**config.mk**
```make
export PLATFORM = sky130hd
export DESIGN_NAME = sigma_clipped_mean_filter
export DESIGN_NICKNAME = d
export VERILOG_FILES = /design/src/hdl/scmf_pkg.sv /design/src/hdl/scmf_ram.sv /design/src/hdl/scmf_front.sv /design/src/hdl/scmf_back.sv /design/src/hdl/sigma_clipped_mean_filter.sv
export VERILOG_INCLUDE_DIRS = /design/src /design/src/hdl
export SDC_FILE = /design/constraint.sdc
export NUM_CORES = 2
export LEC_CHECK = 0
export BUFFER_PORTS_ARGS = -buffer_cell sky130_fd_sc_hd__buf_4
export CORE_UTILIZATION = 25
export DETAILED_ROUTE_END_ITERATION = 16
export GPL_TIMING_DRIVEN = 0
export SYNTH_ARGS = -nofsm -noshare
export SYNTH_HDL_FRONTEND = slang
export SYNTH_SLANG_ARGS = --single-unit
```
**constraint.sdc**
```tcl
create_clock -name clk -period 9.3 [get_ports clk]
set_clock_uncertainty 0.1 [all_clocks]
set_input_delay 0.465 -clock clk [delete_from_list [all_inputs] [get_ports clk]]
set_output_delay 0.465 -clock clk [all_outputs]
set_load 0.03 [all_outputs]
```
**src/hdl/sigma_clipped_mean_filter_macros.svh**
```systemverilog
// Assertion helpers for the filter
`ifndef SIGMA_CLIPPED_MEAN_FILTER_MACROS_SVH
`define SIGMA_CLIPPED_MEAN_FILTER_MACROS_SVH

// Check that an implication holds at every edge outside reset
`define SCMF_ASSERT_IMP(label, ante, cons, msg) \
  label: assert property (@(posedge clk) disable iff (rst) (ante) |-> (cons)) else $error(msg);

// Check that a condition holds in the cycle after another holds
`define SCMF_ASSERT_NEXT(label, ante, cons, msg) \
  label: assert property (@(posedge clk) disable iff (rst) (ante) |=> (cons)) else $error(msg);

`endif

```
**src/hdl/scmf_pkg.sv**
```systemverilog
package scmf_pkg;
  localparam int MAX_BATCH_DEF = 16;
  localparam logic [4:0] BATCH_SIZE_RST = 5'd10;
  localparam int Q4_SHIFT = 4;
  localparam int SAMPLE_W = 15;

  // Batch handed from the front part to the back part
  typedef struct packed {
    logic [6:0]  n;
    logic [21:0] s;
    logic [37:0] q;
    logic        bank;
  } batch_t;
endpackage

```
**src/hdl/scmf_ram.sv**
```systemverilog
module scmf_ram #(
  parameter int WIDTH = 15,
  parameter int DEPTH = 32
) (
  input  logic                     clk,
  input  logic                     we,
  input  logic [$clog2(DEPTH)-1:0] waddr,
  input  logic [WIDTH-1:0]         wdata,
  input  logic [$clog2(DEPTH)-1:0] raddr,
  output logic [WIDTH-1:0]         rdata
);
  logic [WIDTH-1:0] mem [DEPTH];

  always_ff @(posedge clk) begin
    if (we) begin
      mem[waddr] <= wdata;
    end
    rdata <= mem[raddr];
  end
endmodule

```
**src/hdl/scmf_front.sv**
```systemverilog
module scmf_front #(
  parameter int MAX_BATCH = scmf_pkg::MAX_BATCH_DEF,
  parameter int AW = $clog2(MAX_BATCH) + 1
) (
  input  logic                  clk,
  input  logic                  rst,
  input  logic                  push,
  output logic                  full,
  input  logic signed [15:0]    range_sample,
  input  logic                  single_target,
  input  logic [4:0]            batch_size,
  input  logic                  bank_free,
  output logic                  st_we,
  output logic [AW-1:0]         st_waddr,
  output logic [scmf_pkg::SAMPLE_W-1:0] st_wdata,
  output logic                  b_valid,
  output scmf_pkg::batch_t      b_data
);
  localparam int NW = $clog2(MAX_BATCH + 1);
  logic [NW-1:0] counted, positives;
  logic [21:0] psum;
  logic [37:0] qsum;
  logic bank;
  logic [NW-1:0] eff, counted_next;
  logic [31:0] sq;
  logic sq_v;
  logic is_pos, take, done;
  logic [NW-1:0] positives_next;
  logic [21:0] psum_next;
  logic [NW-1:0] positives_last;
  logic [21:0] psum_last;

  always_comb begin
    if (batch_size == 5'd0) begin
      eff = NW'(1);
    end else if (32'(batch_size) > MAX_BATCH) begin
      eff = NW'(MAX_BATCH);
    end else begin
      eff = NW'(batch_size);
    end
  end

  // Full while a square is added or a batch end finds the back part busy
  assign full = sq_v || (!bank_free && (counted_next >= eff));
  assign take = push && !full && single_target;
  assign is_pos = !range_sample[15] && (range_sample != 16'sd0)
                  && (32'(positives) < MAX_BATCH);
  assign counted_next = counted + NW'(1);
  assign done = take && (counted_next >= eff);
  assign positives_next = positives + NW'(take && is_pos);
  assign psum_next = psum + ((take && is_pos) ? 22'(range_sample[14:0]) : 22'd0);

  assign st_we = take && is_pos;
  assign st_waddr = {bank, positives[AW-2:0]};
  assign st_wdata = range_sample[14:0];

  // Squares are registered and added in the cycle after the sample is taken
  always_ff @(posedge clk) begin
    if (rst) begin
      counted <= '0;
      positives <= '0;
      psum <= '0;
      qsum <= '0;
      bank <= 1'b0;
      sq_v <= 1'b0;
      b_valid <= 1'b0;
    end else begin
      b_valid <= 1'b0;
      sq_v <= 1'b0;
      if (take) begin
        sq_v <= 1'b1;
        positives <= done ? '0 : positives_next;
        psum <= done ? '0 : psum_next;
        counted <= done ? '0 : counted_next;
      end
      if (sq_v) begin
        if (counted == '0) begin
          b_valid <= 1'b1;
          b_data.n <= 7'(positives_last);
          b_data.s <= psum_last;
          b_data.q <= qsum + 38'(sq);
          b_data.bank <= bank;
          bank <= !bank;
          qsum <= '0;
        end else begin
          qsum <= qsum + 38'(sq);
        end
      end
    end
  end

  always_ff @(posedge clk) begin
    if (done) begin
      positives_last <= positives_next;
      psum_last <= psum_next;
    end
  end
  always_ff @(posedge clk) begin
    if (rst) begin
      sq <= '0;
    end else if (take) begin
      sq <= 32'(is_pos ? range_sample[14:0] : 15'd0) * 32'(is_pos ? range_sample[14:0] : 15'd0);
    end
  end
endmodule

```
**src/hdl/scmf_back.sv**
```systemverilog
module scmf_back #(
  parameter int MAX_BATCH = scmf_pkg::MAX_BATCH_DEF,
  parameter int AW = $clog2(MAX_BATCH) + 1
) (
  input  logic                  clk,
  input  logic                  rst,
  input  logic                  b_valid,
  input  scmf_pkg::batch_t      b_data,
  output logic                  busy,
  output logic [AW-1:0]         st_raddr,
  input  logic [scmf_pkg::SAMPLE_W-1:0] st_rdata,
  output logic                  r_valid,
  input  logic                  r_ready,
  output logic [18:0]           r_mean,
  output logic                  r_mv,
  output logic [4:0]            r_kept,
  output logic [4:0]            r_pos
);
  localparam logic [2:0] S_IDLE = 3'd0, S_LIM = 3'd1, S_SCAN = 3'd2,
                         S_DIV = 3'd3, S_OUT = 3'd4;
  logic [2:0] state;
  scmf_pkg::batch_t b;
  logic signed [47:0] limit;
  logic [6:0] idx;
  logic idx_v;
  logic signed [23:0] d;
  logic signed [47:0] dd;
  logic dd_v, d_v;
  logic [6:0] kept;
  logic [21:0] ksum;
  logic [25:0] rem, quo;
  logic [4:0] dstep;
  logic [26:0] trial;
  logic [scmf_pkg::SAMPLE_W-1:0] dx, ddx;

  assign busy = state != S_IDLE;
  assign st_raddr = {b.bank, idx[AW-2:0]};
  assign trial = {rem[25:0], 1'b0} | 27'(quo[25]);

  always_ff @(posedge clk) begin
    if (rst) begin
      state <= S_IDLE;
      r_valid <= 1'b0;
      idx_v <= 1'b0;
      d_v <= 1'b0;
      dd_v <= 1'b0;
    end else begin
      if (state == S_OUT && (!r_valid || r_ready)) begin
        r_valid <= 1'b1;
      end else if (r_valid && r_ready) begin
        r_valid <= 1'b0;
      end
      case (state)
        S_IDLE: begin
          if (b_valid) begin
            b <= b_data;
            state <= S_LIM;
          end
        end
        S_LIM: begin
          limit <= 48'($signed({1'b0, b.n})) * 48'($signed({1'b0, b.q}))
                   - 48'($signed({1'b0, b.s})) * 48'($signed({1'b0, b.s}));
          idx <= '0;
          kept <= '0;
          ksum <= '0;
          state <= S_SCAN;
        end
        S_SCAN: begin
          idx_v <= idx < b.n;
          if (idx < b.n) begin
            idx <= idx + 7'd1;
          end
          d_v <= idx_v;
          if (idx_v) begin
            d <= $signed(24'(st_rdata) * 24'(b.n)) - $signed({2'b0, b.s});
            dx <= st_rdata;
          end
          dd_v <= d_v;
          if (d_v) begin
            dd <= 48'(d) * 48'(d);
            ddx <= dx;
          end
          if (dd_v && dd <= limit) begin
            kept <= kept + 7'd1;
            ksum <= ksum + 22'(ddx);
          end
          if (!(idx < b.n) && !idx_v && !d_v && !dd_v) begin
            quo <= {ksum, 4'b0};
            rem <= '0;
            dstep <= '0;
            state <= S_DIV;
          end
        end
        S_DIV: begin
          // Restoring division, one quotient bit a cycle
          if (kept == 7'd0) begin
            quo <= '0;
            state <= S_OUT;
          end else begin
            if (trial >= 27'(kept)) begin
              rem <= 26'(trial - 27'(kept));
              quo <= {quo[24:0], 1'b1};
            end else begin
              rem <= 26'(trial);
              quo <= {quo[24:0], 1'b0};
            end
            dstep <= dstep + 5'd1;
            if (dstep == 5'd25) begin
              state <= S_OUT;
            end
          end
        end
        S_OUT: begin
          if (!r_valid || r_ready) begin
            r_mean <= 19'(quo);
            r_mv <= kept != 7'd0;
            r_kept <= 5'(kept);
            r_pos <= 5'(b.n);
            state <= S_IDLE;
          end
        end
        default: state <= S_IDLE;
      endcase
    end
  end
endmodule

```
**src/hdl/sigma_clipped_mean_filter.sv**
```systemverilog
// channel   | handshake      | payload
// input     | push / full    | range_sample, single_target
// result    | empty / pop    | filtered_mean_q4, mean_valid, kept_count, positive_count
// config    | cfg_we         | cfg_data (batch_size)
// A counted sample is taken while full is low; the next waits while the square
// of the last one is added. A batch end hands the sums to the back part, which computes
// the limit, scans the sample RAM and runs the 26-step divider. The front part fills
// the other RAM bank meanwhile and, besides the square wait, stalls only if a second
// batch ends before the back part is free. Reset is synchronous; one result register.
`include "sigma_clipped_mean_filter_macros.svh"
module sigma_clipped_mean_filter #(
  parameter int MAX_BATCH = scmf_pkg::MAX_BATCH_DEF
) (
  input  logic               clk,
  input  logic               rst,
  input  logic               push,
  output logic               full,
  input  logic signed [15:0] range_sample,
  input  logic               single_target,
  output logic               empty,
  input  logic               pop,
  output logic [18:0]        filtered_mean_q4,
  output logic               mean_valid,
  output logic [4:0]         kept_count,
  output logic [4:0]         positive_count,
  input  logic               cfg_we,
  input  logic [4:0]         cfg_data
);
  localparam int AW = $clog2(MAX_BATCH) + 1;
  logic [4:0] batch_size;
  logic busy, b_valid, st_we, r_valid;
  logic [AW-1:0] st_waddr, st_raddr;
  logic [scmf_pkg::SAMPLE_W-1:0] st_wdata, st_rdata;
  scmf_pkg::batch_t b_data;

  always_ff @(posedge clk) begin
    if (rst) begin
      batch_size <= scmf_pkg::BATCH_SIZE_RST;
    end else if (cfg_we) begin
      batch_size <= cfg_data;
    end
  end

  scmf_front #(.MAX_BATCH(MAX_BATCH), .AW(AW)) u_front (
    .clk, .rst, .push, .full, .range_sample, .single_target, .batch_size,
    .bank_free(!busy && !b_valid), .st_we, .st_waddr, .st_wdata, .b_valid, .b_data
  );

  scmf_ram #(.WIDTH(scmf_pkg::SAMPLE_W), .DEPTH(2 ** AW)) u_ram (
    .clk, .we(st_we), .waddr(st_waddr), .wdata(st_wdata), .raddr(st_raddr),
    .rdata(st_rdata)
  );

  scmf_back #(.MAX_BATCH(MAX_BATCH), .AW(AW)) u_back (
    .clk, .rst, .b_valid, .b_data, .busy, .st_raddr, .st_rdata,
    .r_valid, .r_ready(pop), .r_mean(filtered_mean_q4), .r_mv(mean_valid),
    .r_kept(kept_count), .r_pos(positive_count)
  );

  assign empty = !r_valid;

  `SCMF_ASSERT_IMP(a_kept_le_pos, !empty, kept_count <= positive_count, "kept above positives")
  `SCMF_ASSERT_IMP(a_mean_zero, !empty && !mean_valid, filtered_mean_q4 == 19'd0, "mean not zero")
  `SCMF_ASSERT_NEXT(a_hold, !empty && !pop, !empty, "result dropped")
endmodule
```
# [Word-level counts from Yosys, hierarchy flattened]
# Memory sizes are Yosys's and may differ from the RTL's. A register that Yosys moved wholly into a read port is not among the register bits.
# Index checks and enable logic that the tools add are counted.
[totals] regBits=548 latchBits=0 ramBits=480 mem_bits_ro=0 inputBits=27 out_inout_bits=32 wordCells=164 memories=1
[memory_table] memory="u_ram.mem" words=32 word_bits=15 read_ports=1 rd_clocked_by_memory_dff=1 write_ports=1 line_no="scmf_ram.sv:12" source="logic [WIDTH-1:0] mem [DEPTH];"
[op_classes] add_sub_neg=11 mul=5 div=0 order_cmp=6 eq_ne=12 n_shift=0 n_mux=37 n_bitwise=3 reduce_logical=50
[op_table] op="$mux 26" count=5
[op_table] op="$pmux 26 s2" count=2
[op_table] op="$le 48x48->1" count=1
[op_table] op="$sub 48x48->48" count=1
[op_table] op="$mul 23x23->46" count=1
[op_table] op="$mul 22x22->44" count=1
[op_table] op="$mux 22" count=2
[op_table] op="$pmux 22 s2" count=1
[op_table] op="$mul 5x38->43" count=1
[op_table] op="$add 38x32->38" count=1
[op_table] op="$mux 38" count=1
[op_table] op="$mul 32x32->32" count=1
[op_table] op="$mux 15" count=2
[op_table] op="$mux 5" count=6
[op_table] op="$pmux 7 s2" count=2
[op_table] op="$ge 27x7->1" count=1
[op_table] op="$or 27x1->27" count=1
[op_table] op="$sub 26x7->26" count=1
[op_table] op="$reduce_and 3->1" count=8
[op_table] op="$sub 20x22->23" count=1
[op_table] op="$add 22x15->22" count=1
[op_table] op="$add 22x22->22" count=1
[op_table] op="$mul 15x5->20" count=1
[op_table] op="$reduce_bool 16->1" count=1
[op_table] op="32 further kinds" count=80

# [Logic depth before layout (Yosys ltp)]
[depth] ltp_word=13 mapped_depth=39 mapped_depth_nobuf=37

# [Hierarchy]
# From an unflattened synthesis, not the netlist that was laid out.
[unflattened] cells_unflattened=8632 hier_area_um2=93871.3
[by_module_without_submodules] mod="scmf_back" instances=1 cells_per_inst=5930 area_each_um2=58855.2
[by_module_without_submodules] mod="scmf_ram" instances=1 cells_per_inst=1075 area_each_um2=19208.4
[by_module_without_submodules] mod="scmf_front" instances=1 cells_per_inst=1609 area_each_um2=15621.2
[by_module_without_submodules] mod="sigma_clipped_mean_filter" instances=1 cells_per_inst=18 area_each_um2=186.4

# [Worst setup path after synthesis]
# No wires, ideal clock.
[synth_path] kind="reg2reg" start="reg u_back.b[41] in the netlist's numbering" end="reg u_back.limit[44], data pin" setup_time_ps=261 arrival_time_ps=8873 required_time_ps=8939 slack_ps=66 path_stages_with_launch=37 path_cell_list="edfxtp_1 clkbuf_1 clkbuf_1 and2_1 fa_1 inv_1 fa_1 inv_1 fa_1 fa_1 inv_1 fa_1 inv_1 fa_1 fa_1 ha_1 nand3_1 or3_1 o31ai_1 a21oi_1 o211a_1 o31ai_2 a21o_1 a21oi_1 xor2_1 ha_1 clkbuf_1 nand3_1 or3_1 nor4b_1 a211oi_1 o221ai_1 o21ba_2 o21ai_1 nand4_1 nand3_1 o21ai_0"
[synth_via] elab_chain_cells=2
[synth_rtl] element="from (decl)" line_no="scmf_back.sv:22" source="scmf_pkg::batch_t b;"
[synth_rtl] element="from (signal assigned)" line_no="scmf_back.sv:56" source="b <= b_data;"
[synth_rtl] element="$mul 22x22->44" line_no="scmf_back.sv:62" source="- 48'($signed({1'b0, b.s})) * 48'($signed({1'b0, b.s}));"
[synth_rtl] element="$sub 48x48->48" line_no="scmf_back.sv:62"
[synth_rtl] element="to (signal assigned)" line_no="scmf_back.sv:61" source="limit <= 48'($signed({1'b0, b.n})) * 48'($signed({1'b0, b.q}))"
[synth_rtl] element="to (decl)" line_no="scmf_back.sv:23" source="logic signed [47:0] limit;"
# Every way passes these cells.
# A chain may end at the register's enable or synchronous reset.

# [Final worst setup path]
[layout_path] start="reg u_back.b[45] in the netlist's numbering" end="reg u_back.limit[44], data pin"
# The elaborated chain is that of the path after synthesis.

==> results by group <==
STA
  • Final WS setup: -0.0483 ns
  • Slew margin rel.: 0.0948
  • Minimum clock period: 9.35 ns
  • Total negative slack: -0.108 ns
  • Fmax: 0.107 GHz
  • Final Max Tran Viols: 0
  • Hold WS: 0.0673 ns
  • Final-report hold violation count: 0
  • Setup violators final: 3
  • Final period utilization: 1.01
  • RSZ-0062 raised after global routing: yes
  • Least-Margin Pin Slew: 1.35 ns

Finish
  • Nets: 10081
  • FF/Latch Area: 0.0299 mm²
  • Fill cells: 36611
  • Layout area overhead: 14.0%
  • Layout cells sized above 1: 0.0950
  • Final core area utilization: 0.287
  • Multi-input logic area: 0.0545 mm²
  • Finished Layout Cells: 13085

Logic synthesis
  • Yosys top cell by area: edfxtp_1
  • Area contributors post-synth: edfxtp_1 30%, fa_1 26%, ha_1 9.1%, inv_1 6.1%, mux4_2 3.8%
  • EDFF count, synth: 908
  • Synth Cell Area: 0.0897 mm²
  • Yosys reg bits: 1039
  • Mean Syn Cell Area: 11.3 µm²
  • Top cell type's share of synthesized area: 0.304
  • Syn. warnings: 0
  • Synth cell types: 100
  • Cells after Synth: 7947
  • Ys async rst share: 0
  • Syn Nets: 9789
  • Post-synthesis sequential area ratio: 0.333
  • Predominant post-synthesis flop cell: edfxtp_1

Setup path
  • RR Startpoint: u_back.b[45]
  • Max stage delay on crit path: 0.57 ns
  • Slowest CP cell: fa_1
  • Worst-case reg-to-reg path depth: 34
  • Kind of critical path: flop to flop
  • Worst-path fanout max: 10
  • Setup crit end kind: flop
  • Startpoint types: flop
  • Most Frequent Cell on Critical Path: fa_1
  • CP required: 9.62 ns
  • Reg2reg end: u_back.limit[44]
  • Arr. time, crit path: 9.67 ns
  • R2r setup slk: -0.05 ns

Min path
  • Class of the worst hold path: primary input to flop
  • Worst hold start: range_sample[0]
  • Hold path cells: 1
  • WHS Endpoint: u_ram.mem[18][0]

Placed design
  • DP Wirelength: 184000 µm
  • Post-Place Cells: 12776
  • PortBufs: 57
  • Placer Congestion: 0.900

GRT
  • Pin count of the biggest net entering global routing: 67
  • Initial antenna violation count: 7
  • First-pass GRT wire length: 361000 µm
  • Number of global-route vias before repair: 59736
  • Global-route usage over all layers: 0.129
  • Grt ovf: 0

Routing
  • Drt wl/cell: 18.0 µm
  • DRT iter0 DRCs: 4556
  • DR pass1 iterations: 6
  • ANT nets after route: 0
  • Total wire length: 235000 µm
  • Vias/cell: 4.44
  • Post-detailed-route DRC marker count: 0
  • Routed vias: 58056

Die
  • Die height: 601 µm
  • Die footprint: 0.361 mm²
  • I/O pin cnt: 59
  • Initial Utilization: 0.252
  • Rows: 219
  • Core ar.: 0.356 mm²
  • Die X: 601 µm

Clock network
  • Clock Sinks: 1039
  • CTS buffer count: 104
  • Largest buffer count on any clock path: 3
  • CTS tree: yes
  • Root buffer cell: clkbuf_16
  • H-Tree Depth: 3
  • CTS clk-pin slew, worst paths: 0.06 ns
  • Clock Latency Late Sink: 0.78 ns

Power
  • Final Power: 0.0277 W
  • P_leak: 44.0 nW
  • PwrDens: 271 mW/mm²
  • VDD IR max: 0.693 mV

Flow run
  • Max-Cap Viols: 0

Run status
  • Failing checks: negative setup slack
  • Outcome: finished, violations left
[cells by family after synthesis]
| family | after synthesis | share of synthesized area |
|---|---|---|
| and+or+nand+nor | 1925 | 0.102 |
| adders and majority gates | 1815 | 0.351 |
| buffers and inverters | 1722 | 0.0722 |
| DFF | 1039 | 0.333 |
| AOI/OAI and AO/OA | 926 | 0.0676 |
| xor gates and xnor gates | 339 | 0.0331 |
| muxes | 179 | 0.0412 |
| other | 2 | 0.0000837 |
[synth_stat cells (8+ instances only)]
cell type and number:
dfxtp_1 131, o21bai_1 37, or2_2 18, a22oi_1 24, nor3b_1 8, clkbuf_1 235
a211oi_1 28, xor2_1 128, nor2b_1 42, nand3_1 108, nand2b_1 57, o211ai_1 14
a21oi_1 293, ha_1 650, xnor2_1 211, fa_1 1165, nor3_1 56, a31o_2 10
nand4_1 34, nor2_1 391, mux2_2 19, o21a_1 52, a22o_1 12, edfxtp_1 908
o31ai_1 14, mux4_2 150, and2_1 297, o21ai_1 8, or3_1 22, nand2_1 732
o21ai_0 147, inv_1 1460, a31oi_1 33, a21boi_0 11, buf_1 16, mux2i_1 10
and3_1 108, nor4_1 12, nand3b_1 11, a21o_1 156
[worst max-delay path: cells and delay by family (launching register included)]
| family | cells | cell delay, ns |
|---|---|---|
| AOI/OAI and AO/OA | 13 | 2.34 |
| xor gates and xnor gates | 1 | 0.17 |
| adders and majority gates | 9 | 4.25 |
| buffers and inverters | 5 | 0.57 |
| DFF | 1 | 0.55 |
| and+or+nand+nor | 6 | 1.01 |
[flip-flops by register name (all words and copies together) (netlist names), 19 cells and up]
signal             flops
u_back.d              23
u_back.ksum           22
u_back.r_mean         19
u_back.b              65
u_front.qsum          38
u_back.quo            26
u_back.rem            26
u_front.b_data        66
u_front.psum          22
u_ram.mem            480
u_front.sq            31
u_back.dd             45
u_front.psum_last     22
u_back.limit          48
[through the flow]
stage	setup slack, ns	cell area [µm²]
2_1_floorplan	0.0665	89700
3_3_place_gp	-2.51	96100
3_5_place_dp	-2.47	96400
4_1_cts	-0.134	102000
5_1_grt	-0.303	102000
6_report	-0.0483	102000
[worst max path at each step]
stage,startpoint,end,slack [ns],depth (start not counted)
2_1_floorplan,u_back.b[41],u_back.limit[44],0.07,36
3_3_place_gp,u_back.b[41],u_back.limit[44],-2.51,34
3_5_place_dp,u_back.b[41],u_back.limit[44],-2.47,34
4_1_cts,u_back.b[42],u_back.limit[44],-0.13,35
5_1_grt,u_back.b[42],u_back.limit[44],-0.30,35
6_report,u_back.b[45],u_back.limit[44],-0.05,34
[cell type report]
class	instances	share of cell area
Antenna cell	7	0.000171
Buffer	244	0.0119
Clock buffer	129	0.0267
Clock inverter	65	0.00705
Inverter	1467	0.0543
Multi-Input combinational cell	5186	0.533
Sequential cell	1039	0.292
Tap cell	4751	0.0582
Timing Repair Buffer	197	0.0166
[routing by layer]
metal	track usage	vias up	share of wire
met3	0.0175	313	0.060
met2	0.213	1639	0.47
met4	0.0370	2	0.030
met5	0	-	0.000034
li1	-	26639	-
met1	0.176	29463	0.44
[where the power goes]
group	switching, W	internal [W]
Combinational	0.00990	0.00759
Clock	0.00187	0.00233
Sequential	0.000192	0.00585
Total	0.0120	0.0158
[timing repair]
| action | in CTS | in global routing |
|---|---|---|
| pin swaps | 89 | 76 |
| hold buffers | 6 | 0 |
| resized for setup | 248 | 69 |
| endpoints found under the hold margin | 6 | 0 |
| endpoints found under the setup margin | 29 | 16 |
| buffers inserted | 89 | 23 |
| cloned | 1 | 0 |
[cells in the final DEF (no fill, tap or decap), types with 131 or more instances in the layout]
cell type	n
a21o_1	156
o21ai_0	132
xnor2_1	205
ha_1	620
a21oi_1	280
buf_4	166
clkbuf_1	214
dfxtp_1	131
nand2_1	723
edfxtp_1	908
and2_1	289
inv_1	1448
mux4_2	150
fa_1	1154
nor2_1	362
Note: power is estimated with default switching activity, not from simulation.
